### src/rtl/tut_pkg.sv
// Shared types and constants for the timed UART transceiver.
// No dependencies; used by tut_tx, tut_rx and timed_uart_transceiver_core.
`default_nettype none

package tut_pkg;

    // Configuration port
    localparam int CFG_IDX_W  = 1;
    localparam int CFG_DATA_W = 16;

    localparam logic [CFG_IDX_W-1:0] REG_BIT_TIME      = 1'd0;
    localparam logic [CFG_IDX_W-1:0] REG_HALF_BIT_TIME = 1'd1;

    // Register widths and reset values
    localparam int BIT_TIME_W  = 16;
    localparam int HALF_TIME_W = 15;

    localparam logic [BIT_TIME_W-1:0]  BIT_TIME_RST  = 16'd138;
    localparam logic [HALF_TIME_W-1:0] HALF_TIME_RST = 15'd69;

    // Frame geometry
    localparam int FRAME_CNT_W = 4;
    localparam logic [FRAME_CNT_W-1:0] TX_FRAME_BITS = 4'd10;
    localparam logic [FRAME_CNT_W-1:0] RX_SAMPLES    = 4'd9;

    // Item widths on the stream ports
    localparam int S_TDATA_W = 16;
    localparam int M_TDATA_W = 16;

    // Transmitter status after a tick
    typedef struct packed {
        logic line;
        logic busy;
    } t_tx_stat;

    // Receiver result after a tick
    typedef struct packed {
        logic       valid;
        logic [7:0] data;
    } t_rx_res;

endpackage

`default_nettype wire

### src/rtl/timed_uart_transceiver_core.sv
// Tick-driven 8N1 UART transceiver: each accepted item is one timer tick.
// An item's result is registered and presented in the cycle after it is accepted.
// One item per cycle while results are taken; a new item enters as a result drains.
// Reset (synchronous, active low) restores registers to 138/69, idles both
// directions with the transmit line at mark, and empties the output register.
// Depends on tut_pkg, tut_tx and tut_rx.
`default_nettype none

module timed_uart_transceiver_core #(
    parameter int TIMER_WIDTH = 16
) (
    input  wire                                i_clk,
    input  wire                                i_rst_n,
    // configuration writes
    input  wire                                i_cfg_we,
    input  wire  [tut_pkg::CFG_IDX_W-1:0]      i_cfg_index,
    input  wire  [tut_pkg::CFG_DATA_W-1:0]     i_cfg_data,
    // tick items in
    input  wire                                s_axis_tvalid,
    output logic                               s_axis_tready,
    // [0] rx_line, [1] tx_start, [9:2] tx_byte, [15:10] zero
    input  wire  [tut_pkg::S_TDATA_W-1:0]      s_axis_tdata,
    // result items out
    output logic                               m_axis_tvalid,
    input  wire                                m_axis_tready,
    // [0] tx_line, [1] tx_busy, [2] rx_valid, [10:3] rx_byte, [15:11] zero
    output logic [tut_pkg::M_TDATA_W-1:0]      m_axis_tdata
);

    localparam int SUM_W = ((TIMER_WIDTH > tut_pkg::HALF_TIME_W) ?
                            TIMER_WIDTH : tut_pkg::HALF_TIME_W) + 1;

    logic [tut_pkg::BIT_TIME_W-1:0]  r_bit_time;
    logic [tut_pkg::HALF_TIME_W-1:0] r_half_time;
    logic                            r_out_valid;
    logic [tut_pkg::M_TDATA_W-1:0]   r_out_data;

    logic                            w_accept;
    logic [TIMER_WIDTH-1:0]          w_period;
    logic [SUM_W-1:0]                w_sum;
    logic [TIMER_WIDTH:0]            w_first_wait;
    tut_pkg::t_tx_stat               w_tx_stat;
    tut_pkg::t_rx_res                w_rx_res;

    // Configuration registers
    always_ff @(posedge i_clk) begin
        if (!i_rst_n) begin
            r_bit_time  <= tut_pkg::BIT_TIME_RST;
            r_half_time <= tut_pkg::HALF_TIME_RST;
        end else if (i_cfg_we) begin
            case (i_cfg_index)
                tut_pkg::REG_BIT_TIME:      r_bit_time  <= i_cfg_data;
                tut_pkg::REG_HALF_BIT_TIME: r_half_time <= i_cfg_data[tut_pkg::HALF_TIME_W-1:0];
                default: ;
            endcase
        end
    end

    // Timer loads: bit period fitted to the timer, first receive wait to mid-bit
    assign w_period     = TIMER_WIDTH'(r_bit_time);
    assign w_sum        = SUM_W'(w_period) + SUM_W'(r_half_time);
    assign w_first_wait = w_sum[TIMER_WIDTH:0];

    // Handshake: take an item when the output slot is free or draining
    assign s_axis_tready = !r_out_valid || m_axis_tready;
    assign w_accept      = s_axis_tvalid && s_axis_tready;

    tut_tx #(
        .TIMER_WIDTH (TIMER_WIDTH)
    ) u_tx (
        .i_clk      (i_clk),
        .i_rst_n    (i_rst_n),
        .i_tick     (w_accept),
        .i_tx_start (s_axis_tdata[1]),
        .i_tx_byte  (s_axis_tdata[9:2]),
        .i_period   (w_period),
        .o_stat     (w_tx_stat)
    );

    tut_rx #(
        .TIMER_WIDTH (TIMER_WIDTH)
    ) u_rx (
        .i_clk        (i_clk),
        .i_rst_n      (i_rst_n),
        .i_tick       (w_accept),
        .i_rx_line    (s_axis_tdata[0]),
        .i_period     (w_period),
        .i_first_wait (w_first_wait),
        .o_res        (w_rx_res)
    );

    // Output register
    always_ff @(posedge i_clk) begin
        if (!i_rst_n) begin
            r_out_valid <= 1'b0;
        end else if (w_accept) begin
            r_out_valid <= 1'b1;
        end else if (m_axis_tready) begin
            r_out_valid <= 1'b0;
        end
    end

    always_ff @(posedge i_clk) begin
        if (w_accept) begin
            r_out_data <= {5'd0, w_rx_res.data, w_rx_res.valid,
                           w_tx_stat.busy, w_tx_stat.line};
        end
    end

    assign m_axis_tvalid = r_out_valid;
    assign m_axis_tdata  = r_out_data;

endmodule

`default_nettype wire

### src/rtl/tut_tx.sv
// 8N1 transmitter: frame shifter with a bit-period countdown, advanced once per tick.
// Depends on tut_pkg.
`default_nettype none

module tut_tx #(
    parameter int TIMER_WIDTH = 16
) (
    input  wire                   i_clk,
    input  wire                   i_rst_n,
    input  wire                   i_tick,
    input  wire                   i_tx_start,
    input  wire  [7:0]            i_tx_byte,
    input  wire  [TIMER_WIDTH-1:0] i_period,
    output tut_pkg::t_tx_stat     o_stat
);

    logic [9:0]                        r_frame,  n_frame;
    logic [tut_pkg::FRAME_CNT_W-1:0]   r_bits,   n_bits;
    logic [TIMER_WIDTH-1:0]            r_cnt,    n_cnt;
    logic                              r_active, n_active;
    logic                              r_level,  n_level;

    // Next state for one tick
    always_comb begin
        n_frame  = r_frame;
        n_bits   = r_bits;
        n_cnt    = r_cnt;
        n_active = r_active;
        n_level  = r_level;
        if (r_active) begin
            if (r_cnt <= TIMER_WIDTH'(1)) begin
                n_cnt = i_period;
                if (r_bits == '0) begin
                    n_active = 1'b0;
                    n_bits   = tut_pkg::TX_FRAME_BITS;
                end else begin
                    n_level = r_frame[0];
                    n_frame = {1'b0, r_frame[9:1]};
                    n_bits  = r_bits - 1'b1;
                end
            end else begin
                n_cnt = r_cnt - 1'b1;
            end
        end else if (i_tx_start) begin
            // stop bit, data LSB first, start bit
            n_frame  = {1'b1, i_tx_byte, 1'b0};
            n_bits   = tut_pkg::TX_FRAME_BITS;
            n_cnt    = i_period;
            n_active = 1'b1;
        end
    end

    always_ff @(posedge i_clk) begin
        if (!i_rst_n) begin
            r_frame  <= '0;
            r_bits   <= tut_pkg::TX_FRAME_BITS;
            r_cnt    <= '0;
            r_active <= 1'b0;
            r_level  <= 1'b1;
        end else if (i_tick) begin
            r_frame  <= n_frame;
            r_bits   <= n_bits;
            r_cnt    <= n_cnt;
            r_active <= n_active;
            r_level  <= n_level;
        end
    end

    // Status as it stands after this tick
    assign o_stat.line = n_level;
    assign o_stat.busy = n_active;

endmodule

`default_nettype wire

### src/rtl/tut_rx.sv
// 8N1 receiver: start-edge hunt, mid-bit sample countdown and nine-sample shifter.
// Depends on tut_pkg.
`default_nettype none

module tut_rx #(
    parameter int TIMER_WIDTH = 16
) (
    input  wire                    i_clk,
    input  wire                    i_rst_n,
    input  wire                    i_tick,
    input  wire                    i_rx_line,
    input  wire  [TIMER_WIDTH-1:0] i_period,
    input  wire  [TIMER_WIDTH:0]   i_first_wait,
    output tut_pkg::t_rx_res       o_res
);

    logic [8:0]                       r_frame,   n_frame;
    logic [tut_pkg::FRAME_CNT_W-1:0]  r_bits,    n_bits;
    logic [TIMER_WIDTH:0]             r_cnt,     n_cnt;
    logic                             r_hunting, n_hunting;
    logic                             r_prev;
    logic [8:0]                       w_shift;

    assign w_shift = {i_rx_line, r_frame[8:1]};

    // Next state for one tick
    always_comb begin
        n_frame     = r_frame;
        n_bits      = r_bits;
        n_cnt       = r_cnt;
        n_hunting   = r_hunting;
        o_res.valid = 1'b0;
        o_res.data  = '0;
        if (r_hunting) begin
            // falling edge marks the start bit
            if (r_prev && !i_rx_line) begin
                n_cnt     = i_first_wait;
                n_hunting = 1'b0;
            end
        end else if (r_cnt <= (TIMER_WIDTH+1)'(1)) begin
            n_cnt = (TIMER_WIDTH+1)'(i_period);
            if (r_bits <= tut_pkg::FRAME_CNT_W'(1)) begin
                // stop sample taken; byte is the low eight bits
                o_res.valid = 1'b1;
                o_res.data  = w_shift[7:0];
                n_frame     = '0;
                n_bits      = tut_pkg::RX_SAMPLES;
                n_hunting   = 1'b1;
            end else begin
                n_frame = w_shift;
                n_bits  = r_bits - 1'b1;
            end
        end else begin
            n_cnt = r_cnt - 1'b1;
        end
    end

    always_ff @(posedge i_clk) begin
        if (!i_rst_n) begin
            r_frame   <= '0;
            r_bits    <= tut_pkg::RX_SAMPLES;
            r_cnt     <= '0;
            r_hunting <= 1'b1;
            r_prev    <= 1'b1;
        end else if (i_tick) begin
            r_frame   <= n_frame;
            r_bits    <= n_bits;
            r_cnt     <= n_cnt;
            r_hunting <= n_hunting;
            r_prev    <= i_rx_line;
        end
    end

endmodule

`default_nettype wire

### config.mk
export PLATFORM = sky130hd
export DESIGN_NAME = timed_uart_transceiver_core
export DESIGN_NICKNAME = d
export VERILOG_FILES = /design/src/rtl/tut_pkg.sv /design/src/rtl/timed_uart_transceiver_core.sv /design/src/rtl/tut_tx.sv /design/src/rtl/tut_rx.sv
export SDC_FILE = /design/constraint.sdc
export NUM_CORES = 1
export LEC_CHECK = 0
export ABC_AREA = 1
export ABC_CLOCK_PERIOD_IN_PS = 2200
export BUFFER_PORTS_ARGS = -buffer_cell sky130_fd_sc_hd__buf_2
export CORE_MARGIN = 5
export CORE_UTILIZATION = 40
export CTS_BUF_LIST = sky130_fd_sc_hd__clkbuf_8
export DETAILED_ROUTE_END_ITERATION = 8
export GPL_TIMING_DRIVEN = 0
export HOLD_SLACK_MARGIN = 0.08
export PLACE_DENSITY = 0.6
export SETUP_SLACK_MARGIN = 0.1
export SYNTH_ARGS = -nofsm -noshare
export SYNTH_HDL_FRONTEND = slang
export SYNTH_HIERARCHICAL = 1
export SYNTH_SLANG_ARGS = --single-unit
### constraint.sdc
create_clock -name i_clk -period 2.2 [get_ports i_clk]
set_clock_uncertainty 0.05 [all_clocks]
set_input_delay 0.11 -clock i_clk [delete_from_list [all_inputs] [get_ports i_clk]]
set_output_delay 0.11 -clock i_clk [all_outputs]
set_load 0.01 [all_outputs]
==> implementation parameters, run 1 <==
Parameter                              Value

Status
  Status    finished clean

Clock tree
  Clock latency at the later pin of the worst-skew pair    0.40 ns
  Buffer depth of the longest clock path    2
  Clock Root Buffer    sky130_fd_sc_hd__clkbuf_8
  Clock tree from TritonCTS    built
  Count of H-tree levels built during CTS    3
  Register clock-pin slew on the reported worst setup and hold paths    0.12 ns
  Sink count of the clock tree    106
  Cts bufs inserted    9

Yosys
  Count of warnings emitted by yosys    6
  Number of distinct library cells after synthesis    47
  Netlist area before placement    6680 um^2
  Sequential element share of the synthesized area    33.4%
  FF+latch count, synth    106
  Gate count of the mapped netlist    1023
  Mean Syn Cell Area    6.53 um^2

Worst setup path
  Element type at the critical path end    flip-flop
  Depth of the most critical reg-to-reg path    11
  Crit start category    flip-flop
  Delay of the slowest critical-path stage    0.38 ns
  Buf+Inv Stages, Crit Path    0
  Worst Setup EP    u_rx/r_cnt[16]
  Reg-to-Reg End    u_rx/r_cnt[16]
  Cell type of the slowest stage on the worst timing path    sky130_fd_sc_hd__dfxtp_4
  Most Frequent Cell on Critical Path    sky130_fd_sc_hd__nand2_1
  Worst Path Max Fanout    3
  Source of the critical timing path    r_bit_time[0]
  Worst EP required    2.44 ns
  Ordered cell list for the critical path    ha_2 -> fa_2 -> nand2_1 -> nand2_1 -> and2_4 -> nand3_2 -> nand3_2 -> nand2_1 -> nand2_1 -> a21oi_1 -> a21oi_1
  Worst reg2reg setup slack    0.24 ns
  WP depth    11
  Startpoint of the worst register-to-register path    r_bit_time[0]
  Critical Setup Path Class    flip-flop to flip-flop
  CP delay by family, top    simple AND/OR/NAND/NOR gates
  Critical Path AT    2.20 ns

Final layout
  Storage cell area    2260 um^2
  Post-layout net count    1178
  Multi-input logic area    3810 um^2
  Area Growth Syn to Fin    16.9%
  Share of layout cells above drive strength 1    15.5%
  Layout Cells excl Fill    1341
  Antenna diode count    0
  Filler cell count    1757

Global routing
  Wire length of the first global-routing pass    28400 um
  Maximum number of pins on one net before global-route repair    22
  Number of antenna violations at the first check in global routing    0
  GRT overflow    0
  Total Routing Usage GR    17.7%
  Number of global-route vias before repair    5809

Floorplanning
  Die Area    19400 um^2
  Die height    139 um
  Initial standard-cell utilization of the core    40.6%
  Horiz. Die Dim    139 um
  Number of I/O pins    56
  Core area    16500 um^2
  Number of rows created at floorplan    47

Timing
  Worst setup margin    0.236 ns
  Fmax achieved    0.509 GHz
  Final Hold Viols    0
  Share of the cycle needed by the critical path after routing    89.3%
  Setup_tns    0 ns
  Slew headroom    64.2%
  Measured slew at the worst slew-check pin    0.535 ns
  Number of max-slew violations in the final report    0
  Final period demand of the worst path    1.96 ns
  # setup viols final    0
  RSZ-0062 raised after global routing    true

Placement
  Final GP Congestion    0.877
  Setup Slack @ Placement    -0.154 ns
  Count of buffers from port buffering    44
  Number of placed cells counting well taps    1291
  Post-DP HPWL    13100 um

Detailed routing
  Antenna-violating nets left    0
  Final Routed Wirelength    17300 um
  Average wire per standard cell    12.9 um
  Via/cell ratio    4.75
  Number of remaining DRC errors    0
  1st-iter DRT viols    379
  First drt pass iteration count    5
  Routed vias    6368

Pwr
  Power density cells    669 nW/um^2
  Pwr Total    5.23 mW
  Leakage    3.71 nW
  Peak supply drop    0.000380 V

Hold path
  Kind of path behind the tightest hold check    input port to flip-flop

Flow run
  Max-capacitance violation count    0
area by class of cell:
| type | count | share of cell area, % |
|---|---|---|
| Clock inverter | 7 | 1.02 |
| Multi-Input combinational cell | 760 | 48.8 |
| Clock buffer | 9 | 1.59 |
| Tap cell | 220 | 3.52 |
| Sequential cell | 106 | 28.9 |
| Buffer | 37 | 3.14 |
| Inverter | 124 | 6.02 |
| Timing Repair Buffer | 78 | 7.05 |
layout by cell type (no fill, tap or decap), types with 12 or more instances in the layout:
cell type / synthesis / final
sky130_fd_sc_hd__a21oi_1: 66 / 63
sky130_fd_sc_hd__dlygate4sd3_1: 0 / 30
sky130_fd_sc_hd__nand2_1: 291 / 288
sky130_fd_sc_hd__nand2_2: 9 / 12
sky130_fd_sc_hd__nor2_2: 15 / 15
sky130_fd_sc_hd__dfxtp_1: 95 / 82
sky130_fd_sc_hd__o21ai_0: 49 / 48
sky130_fd_sc_hd__nor2_1: 151 / 151
sky130_fd_sc_hd__buf_4: 11 / 15
sky130_fd_sc_hd__ha_1: 23 / 17
sky130_fd_sc_hd__nand3_1: 73 / 73
sky130_fd_sc_hd__buf_2: 9 / 53
sky130_fd_sc_hd__inv_1: 112 / 112
per-layer routing:
| metal | global-route usage, % | routed length [um] |
|---|---|---|
| met4 | 4.94 | 219 |
| met3 | 2.61 | 676 |
| met2 | 28.6 | 7930 |
| met5 | 0 | 0 |
| met1 | 24.7 | 8510 |
synthesized netlist by cell type, drive strengths merged:
master  count  share of area, %
dfxtp      95                28
inv       122               6.9
nand2     306                18
o21ai      58               4.6
nor3        6              0.67
nand3b     11               1.2
ha         23               4.3
conb        1             0.056
or2         3              0.28
xnor2       5              0.66
xor2       11               1.4
mux2i       1              0.15
a21boi      5              0.56
nor2      171                11
o211ai      5              0.56
a21oi      67               5.1
nand3      77               6.3
clkinv      2              0.19
clkbuf     10              0.56
and2        2              0.22
edfxtp     11               4.9
buf        27               3.1
fa          1              0.30
o21bai      1              0.11
nand4       2              0.19
registers in the layout, indices dropped and copies added (netlist names), 4 cells and up:
signal	flops
u_rx/r_frame	8
m_axis_tdata	11
u_tx/r_frame	10
u_tx/r_cnt	16
u_tx/r_bits	4
u_rx/r_bits	4
r_bit_time	16
u_rx/r_cnt	17
r_half_time	15
per-stage QoR:
stage | hold WS, ns | area (um^2) | util [%]
2_1_floorplan | 0.159 | 6700 | -
3_3_place_gp | 0.277 | 7200 | 43.7
4_1_cts | 0.0986 | 7730 | 47.0
6_report | 0.128 | 7810 | 47.5
5_1_grt | 0.126 | 7810 | 47.5
3_5_place_dp | 0.281 | 7200 | 43.7
where the power goes:
part,switching [mW],leakage [nW],internal (mW)
sequential,0.137,0.893,2.09
clock,0.797,0.0998,0.455
combinational,1.08,2.72,0.667
total,2.02,3.71,3.21
worst register-to-register path: cells and delay by family, from the launching register on:
kind            cells  cell delay (ns)
fa+ha+maj           2             0.55
compound gates      2             0.29
flops               1             0.38
simple gates        7             0.61
kinds of logic (layout without fill, tap and decap cells):
family	Yosys count	in the layout	share of synthesized area (%)
DFF	106	106	33.4
muxes	1	1	0.150
AOI/OAI and AO/OA	136	136	10.9
adders and majority gates	24	24	4.61
buffers and inverters	161	255	10.7
other	1	5	0.0561
xor gates and xnor gates	16	16	2.10
and+or+nand+nor	578	578	38.1
worst min-delay path by stage:
stage                   from             end  cells after the start
3_3_place_gp   i_cfg_data[2]  r_half_time[2]                      3
2_1_floorplan        i_rst_n     u_rx/r_prev                      1
6_report            i_cfg_we   r_bit_time[8]                      5
5_1_grt             i_cfg_we   r_bit_time[5]                      5
3_5_place_dp   i_cfg_data[2]  r_half_time[2]                      3
4_1_cts             i_cfg_we   r_bit_time[5]                      5
repair_timing:
action | 4_1_cts | 5_1_grt
gates cloned | 0 | 0
setup endpoints to repair | 40 | 12
endpoints found under the hold margin | 46 | 0
pin swaps | 1 | 0
gates resized for setup | 2 | 28
setup buffers | 3 | 1
hold buffers | 30 | 0
Note: power is estimated with default switching activity, not from simulation.
==> inputs of run 2 (changes only) <==
Settings changed: ABC_CLOCK_PERIOD_IN_PS 2200 to 1900, CORE_ASPECT_RATIO set to 1.5, PLACE_DENSITY 0.6 to 0.58, REMOVE_ABC_BUFFERS set to 1.
Clock period 2.2 ns to 1.9 ns, I/O delays scaled along.
==> implementation parameters, run 2 (same netlist as run 1, synthesis figures left out) <==
Parameter                              Value

Status
  Status    finished clean (unchanged)

Worst setup path
  Worst EP required    2.15 ns (was 2.44 ns)
  Element type at the critical path end    flip-flop (unchanged)
  Critical Setup Path Class    flip-flop to flip-flop (unchanged)
  Critical Path AT    2.15 ns (was 2.20 ns)
  Crit start category    flip-flop (unchanged)
  Worst Path Max Fanout    3 (unchanged)

Timing
  Final Hold Viols    0 (unchanged)
  Final period demand of the worst path    1.90 ns (was 1.96 ns)
  Share of the cycle needed by the critical path after routing    100% (was 89.3%)
  RSZ-0062 raised after global routing    true (unchanged)
  Slew headroom    55.5% (was 64.2%)
  Measured slew at the worst slew-check pin    0.667 ns (was 0.535 ns)
  Setup_tns    0 ns (unchanged)
  # setup viols final    0 (unchanged)
  Worst setup margin    0.0000882 ns (was 0.236 ns)
  Worst hold slack across all endpoints    0.109 ns (was 0.128 ns)
  Fmax achieved    0.526 GHz (was 0.509 GHz)
  Number of max-slew violations in the final report    0 (unchanged)

Clock tree
  Count of H-tree levels built during CTS    3 (unchanged)
  Sink count of the clock tree    106 (unchanged)
  Clock Root Buffer    sky130_fd_sc_hd__clkbuf_8 (unchanged)
  Register clock-pin slew on the reported worst setup and hold paths    0.13 ns (was 0.12 ns)
  Clock latency at the later pin of the worst-skew pair    0.38 ns (was 0.40 ns)
  Clock tree from TritonCTS    built (unchanged)
  Buffer depth of the longest clock path    2 (unchanged)
  Cts bufs inserted    9 (unchanged)

Detailed routing
  Final Routed Wirelength    18300 um (was 17300 um)
  Via/cell ratio    4.83 (was 4.75)
  1st-iter DRT viols    398 (was 379)
  First drt pass iteration count    4 (was 5)
  Routed vias    6497 (was 6368)
  Average wire per standard cell    13.6 um (was 12.9 um)
  Number of remaining DRC errors    0 (unchanged)
  Antenna-violating nets left    0 (unchanged)

Global routing
  Number of antenna violations at the first check in global routing    0 (unchanged)
  Wire length of the first global-routing pass    28700 um (was 28400 um)
  Number of global-route vias before repair    6044 (was 5809)
  Maximum number of pins on one net before global-route repair    60 (was 22)
  Total Routing Usage GR    18.2% (was 17.7%)
  GRT overflow    0 (unchanged)

Floorplanning
  Core area    16600 um^2 (was 16500 um^2)
  Initial standard-cell utilization of the core    40.2% (was 40.6%)
  Horiz. Die Dim    116 um (was 139 um)
  Number of rows created at floorplan    58 (was 47)
  Number of I/O pins    56 (unchanged)
  Die height    168 um (was 139 um)
  Die Area    19400 um^2 (about the same)

Placement
  Setup Slack @ Placement    -1.43 ns (was -0.154 ns)
  Final GP Congestion    0.890 (was 0.877)
  Post-DP HPWL    12100 um (was 13100 um)
  Count of buffers from port buffering    44 (unchanged)

Final layout
  Max FFs per register    17 (unchanged)
  Antenna diode count    0 (unchanged)
  Area Growth Syn to Fin    26.2% (was 16.9%)
  Leading cell types in the layout, fill and taps excluded    275 x sky130_fd_sc_hd__nand2_1, 145 x sky130_fd_sc_hd__nor2_1, 104 x sky130_fd_sc_hd__inv_1 (was 288 x sky130_fd_sc_hd__nand2_1, 151 x sky130_fd_sc_hd__nor2_1, 112 x sky130_fd_sc_hd__inv_1)
  Share of layout cells above drive strength 1    23.5% (was 15.5%)
  Largest Register    u_rx/r_cnt (unchanged)
  Largest registers ranked by flip-flop count    u_rx/r_cnt x17, r_bit_time x16, u_tx/r_cnt x16 (unchanged)
  Post-layout net count    1192 (was 1178)
  Most common cell after layout, fill and taps aside    sky130_fd_sc_hd__nand2_1 (unchanged)

Hold path
  Kind of path behind the tightest hold check    input port to flip-flop (unchanged)

Pwr
  Leakage    3.81 nW (was 3.71 nW)
  Peak supply drop    0.000454 V (was 0.000380 V)
  Power density cells    754 nW/um^2 (was 669 nW/um^2)
  Pwr Total    6.36 mW (was 5.23 mW)

Flow run
  Max-capacitance violation count    0 (unchanged)
run 2: changes by cell type in the layout (fill, tap and decap cells not counted), sizes merged, moves of 3 or more:
| cell | previous run | this run |
|---|---|---|
| buf | 75 | 89 |
| nand2 | 306 | 311 |
| clkbuf | 19 | 10 |
| inv | 126 | 123 |
| clkinvlp | 1 | 6 |
run 2: repair_timing:
item / in CTS / in global routing
setup endpoints to repair: 84 / 68
endpoints found under the hold margin: 43 / 0
resized for setup: 55 / 86
cloned: 6 / 3
pin swaps: 20 / 22
hold buffers: 30 / 0
setup buffers: 15 / 31
run 2: cell type report:
| cell class | count | area (um^2) |
|---|---|---|
| fill | 1669 | 8190 |
| timing repair inverter | 2 | 15.0 |
| timing repair buffer | 120 | 930 |
| sequential | 106 | 2300 |
| inverter | 124 | 495 |
| clock buffer | 9 | 124 |
| tap | 210 | 263 |
| clock inverter | 7 | 65.1 |
| multi-input combinational | 767 | 4240 |
run 2: worst paths after layout:
check                                startpoint  depth (start not counted)  slack (ns)              end
worst max register to register    r_bit_time[0]                         12     0.00009    u_rx/r_cnt[8]
worst max-delay path              r_bit_time[0]                         12     0.00009    u_rx/r_cnt[8]
worst min-delay path            s_axis_tdata[1]                          3        0.11  m_axis_tdata[1]
worst min register to register  u_rx/r_frame[1]                          2        0.42  u_rx/r_frame[1]
run 2: power breakdown:
part	internal (mW)	switching, mW	total [mW]
sequential	2.42	0.179	2.60
combinational	0.946	1.42	2.36
clock	0.506	0.895	1.40
run 2: critical path, stage by stage (launching register included):
cell and delay (ns):
sky130_fd_sc_hd__dfxtp_4 0.38, sky130_fd_sc_hd__ha_4 0.16, sky130_fd_sc_hd__fa_2 0.35, sky130_fd_sc_hd__nand2_1 0.07, sky130_fd_sc_hd__nand2_1 0.07, sky130_fd_sc_hd__and2_4 0.16, sky130_fd_sc_hd__nand2_1 0.06, sky130_fd_sc_hd__nand2_1 0.06
sky130_fd_sc_hd__xor2_1 0.13, sky130_fd_sc_hd__nor2_1 0.06, sky130_fd_sc_hd__nor2_1 0.10, sky130_fd_sc_hd__nand2_1 0.06, sky130_fd_sc_hd__a21oi_1 0.11
run 2: per-stage QoR:
step           cells  utilization, %  cell area [um^2]
4_1_cts         1311            47.1              7830
5_1_grt         1345            50.7              8430
2_1_floorplan    990               -              6450
3_5_place_dp    1244            41.7              6930
3_3_place_gp    1244            41.7              6930
6_report        1345            50.7              8430
run 2: routing by layer:
layer / GRT usage, % / vias to the layer above / part of all wire (%)
met3: 1.83 / 41 / 2.1
met1: 20.2 / 2929 / 41
met2: 34.6 / 96 / 53
met5: 0 / - / 0
li1: - / 3431 / -
met4: 7.25 / 0 / 3.8
==> inputs of run 3 (changes only) <==
Settings changed: ABC_CLOCK_PERIOD_IN_PS 1900 to 2100.
Clock period 1.9 ns to 2.1 ns, I/O delays scaled along.
==> implementation parameters, run 3 (same netlist as run 1, synthesis figures left out) <==
Parameter                              Value

Floorplanning
  Number of rows created at floorplan    58 (unchanged)
  Horiz. Die Dim    116 um (unchanged)
  Core area    16600 um^2 (unchanged)
  Die height    168 um (unchanged)
  Number of I/O pins    56 (unchanged)
  Initial standard-cell utilization of the core    40.2% (unchanged)
  Die Area    19400 um^2 (unchanged)

Worst setup path
  Buf+Inv Stages, Crit Path    0 (unchanged)
  Startpoint of the worst register-to-register path    r_bit_time[0] (unchanged)
  Ordered cell list for the critical path    ha_4 -> fa_2 -> nand2_1 -> nand2_1 -> nand3b_1 -> nand2_2 -> nand2_2 -> nand2_1 -> nand2_1 -> nand2_1 -> nor2_1 -> nor2_1 -> nand2_1 -> a21oi_1 (was ha_4 -> fa_2 -> nand2_1 -> nand2_1 -> and2_4 -> nand2_1 -> nand2_1 -> xor2_1 -> nor2_1 -> nor2_1 -> nand2_1 -> a21oi_1)
  Most Frequent Cell on Critical Path    sky130_fd_sc_hd__nand2_1 (unchanged)
  WP depth    14 (was 12)
  Worst reg2reg setup slack    0.17 ns (was 0.00009 ns)
  Depth of the most critical reg-to-reg path    14 (was 12)
  Source of the critical timing path    r_bit_time[0] (unchanged)
  Worst Path Max Fanout    4 (was 3)
  CP delay by family, top    simple AND/OR/NAND/NOR gates (unchanged)
  Crit start category    flip-flop (unchanged)
  Reg-to-Reg End    u_rx/r_cnt[14] (was u_rx/r_cnt[8])
  Worst EP required    2.31 ns (was 2.15 ns)
  Delay of the slowest critical-path stage    0.39 ns (was 0.38 ns)
  Element type at the critical path end    flip-flop (unchanged)
  Critical Path AT    2.14 ns (was 2.15 ns)
  Cell type of the slowest stage on the worst timing path    sky130_fd_sc_hd__dfxtp_4 (unchanged)
  Critical Setup Path Class    flip-flop to flip-flop (unchanged)
  Worst Setup EP    u_rx/r_cnt[14] (was u_rx/r_cnt[8])

Pwr
  Peak supply drop    0.000408 V (was 0.000454 V)
  Clock share of power    23.2% (was 22.0%)
  Power density cells    694 nW/um^2 (was 754 nW/um^2)
  Internal power consumption    3.31 mW (was 3.87 mW)
  Switching component of the power    2.08 mW (was 2.49 mW)
  Part of the power in combinational logic    33.4% (was 37.1%)
  Leakage    3.61 nW (was 3.81 nW)
  Fraction of power consumed by sequential logic    43.4% (was 40.8%)
  Switching power share of the total    38.6% (was 39.1%)

Detailed routing
  Final Routed Wirelength    17400 um (was 18300 um)
  Antenna-violating nets left    0 (unchanged)
  Routed vias    6306 (was 6497)
  Average wire per standard cell    13.3 um (was 13.6 um)
  Via/cell ratio    4.82 (was 4.83)
  First drt pass iteration count    4 (unchanged)
  Number of remaining DRC errors    0 (unchanged)
  1st-iter DRT viols    350 (was 398)

Final layout
  Max FFs per register    17 (unchanged)
  Area Growth Syn to Fin    16.2% (was 26.2%)
  Most common cell after layout, fill and taps aside    sky130_fd_sc_hd__nand2_1 (unchanged)
  Largest Register    u_rx/r_cnt (unchanged)
  Layout Cells excl Fill    1308 (was 1345)
  Antenna diode count    0 (unchanged)
  Fin area    7760 um^2 (was 8430 um^2)
  Post-layout net count    1155 (was 1192)
  Largest registers ranked by flip-flop count    u_rx/r_cnt x17, r_bit_time x16, u_tx/r_cnt x16 (unchanged)
  Leading cell types in the layout, fill and taps excluded    286 x sky130_fd_sc_hd__nand2_1, 148 x sky130_fd_sc_hd__nor2_1, 108 x sky130_fd_sc_hd__inv_1 (was 275 x sky130_fd_sc_hd__nand2_1, 145 x sky130_fd_sc_hd__nor2_1, 104 x sky130_fd_sc_hd__inv_1)
  Share of layout cells above drive strength 1    15.8% (was 23.5%)

Global routing
  Number of antenna violations at the first check in global routing    0 (unchanged)
  Number of global-route vias before repair    5889 (was 6044)
  GRT overflow    0 (unchanged)
  Met3 Use GR    1.83% (unchanged)
  Wire length of the first global-routing pass    27900 um (was 28700 um)
  Busiest layer in global routing    met2 (unchanged)
  M1 GR Usage    20.0% (was 20.2%)
  Total Routing Usage GR    17.6% (was 18.2%)
  Maximum number of pins on one net before global-route repair    60 (unchanged)
  Fraction of met2 tracks used by global routing    33.1% (was 34.6%)

Timing
  Final period demand of the worst path    1.93 ns (was 1.90 ns)
  Slew headroom    26.2% (was 55.5%)
  Number of max-slew violations in the final report    0 (unchanged)
  RSZ-0062 raised after global routing    true (unchanged)
  Final Hold Viols    0 (unchanged)
  # setup viols final    0 (unchanged)
  Measured slew at the worst slew-check pin    1.11 ns (was 0.667 ns)
  Fmax achieved    0.518 GHz (was 0.526 GHz)
  Worst hold slack across all endpoints    0.130 ns (was 0.109 ns)
  Share of the cycle needed by the critical path after routing    92.0% (was 100%)

Clock tree
  Count of H-tree levels built during CTS    3 (unchanged)
  Clock Root Buffer    sky130_fd_sc_hd__clkbuf_8 (unchanged)
  Buffer depth of the longest clock path    2 (unchanged)
  Clock latency at the later pin of the worst-skew pair    0.38 ns (about the same)
  Sink count of the clock tree    106 (unchanged)
  Clock tree from TritonCTS    built (unchanged)
  Register clock-pin slew on the reported worst setup and hold paths    0.12 ns (was 0.13 ns)
  Cts bufs inserted    9 (unchanged)

Status
  Status    finished clean (unchanged)

Placement
  Final GP Congestion    0.890 (unchanged)
  Total placed instance area    6930 um^2 (unchanged)
  Count of buffers from port buffering    44 (unchanged)
  Number of placed cells counting well taps    1244 (unchanged)
  Post-DP HPWL    12100 um (unchanged)

Hold path
  Kind of path behind the tightest hold check    input port to flip-flop (unchanged)
  Instance count along the most critical hold path    3 (unchanged)

Flow run
  Max-capacitance violation count    0 (unchanged)
==> run 3: cell types whose count changed in the layout (fill, tap and decap cells not counted), sizes merged <==
cell / before / now
buf: 89 / 57
nand2: 311 / 307
clkbuf: 10 / 9
clkinv: 4 / 3
clkinvlp: 6 / 7
==> run 3: worst register-to-register path: stages, from the launching register on <==
cell	delay, ns
sky130_fd_sc_hd__dfxtp_4	0.39
sky130_fd_sc_hd__ha_4	0.17
sky130_fd_sc_hd__fa_2	0.37
sky130_fd_sc_hd__nand2_1	0.07
sky130_fd_sc_hd__nand2_1	0.07
sky130_fd_sc_hd__nand3b_1	0.10
sky130_fd_sc_hd__nand2_2	0.10
sky130_fd_sc_hd__nand2_2	0.09
sky130_fd_sc_hd__nand2_1	0.05
sky130_fd_sc_hd__nand2_1	0.06
sky130_fd_sc_hd__nand2_1	0.05
sky130_fd_sc_hd__nor2_1	0.09
sky130_fd_sc_hd__nor2_1	0.05
sky130_fd_sc_hd__nand2_1	0.07
sky130_fd_sc_hd__a21oi_1	0.06
==> run 3: how the worst min path moves through the flow <==
| stage | from | slack, ns | to |
|---|---|---|---|
| finish | s_axis_tdata[1] | 0.13 | m_axis_tdata[1] |
| global route | s_axis_tdata[1] | 0.13 | m_axis_tdata[1] |
| CTS | s_axis_tdata[1] | 0.11 | m_axis_tdata[1] |
| detailed placement | i_cfg_data[2] | 0.28 | r_half_time[2] |
| global placement | i_cfg_data[2] | 0.27 | r_half_time[2] |
| floorplan | i_rst_n | 0.14 | r_half_time[0] |
==> run 3: cell type report <==
cell class	instances	area, um^2
fill	1743	8850
timing repair inverter	2	12.5
sequential	106	2260
tap	210	263
clock buffer	9	124
multi-input combinational	763	3910
inverter	124	490
clock inverter	7	65.1
timing repair buffer	87	647
==> run 3: power groups by stage <==
stage | Combinational (mW) | Clock [mW] | Sequential [mW]
after global routing | 2.04 | 1.39 | 2.37
after floorplan | 1.26 | 0 | 2.34
after global placement | 1.63 | 0 | 2.37
after detailed placement | 1.64 | 0 | 2.37
final | 1.80 | 1.25 | 2.34
after CTS | 1.73 | 1.30 | 2.33
==> run 3: metrics by stage <==
step,worst slack [ns],power (mW),setup TNS [ns],util (%)
2_1_floorplan,-0.452,3.60,-12.93,-
3_3_place_gp,-1.22,4.00,-51.54,41.7
3_5_place_dp,-1.23,4.01,-53.28,41.7
4_1_cts,0.0736,5.36,0,45.3
5_1_grt,0.0333,5.79,0,46.7
6_report,0.168,5.39,0,46.7
==> run 3: metal layers <==
metal  vias to the layer above  wire length [um]
li1                       3356                 -
met1                      2830              7100
met2                        91              9460
met3                        29               333
met4                         0               462
met5                         -                 0
==> run 3: what timing repair did <==
item | in CTS | in global routing
resized for setup | 13 | 42
setup buffers | 5 | 8
pin swaps | 3 | 19
endpoints found under the hold margin | 43 | 0
setup endpoints to repair | 63 | 53
cloned | 2 | 3
hold buffers | 30 | 0
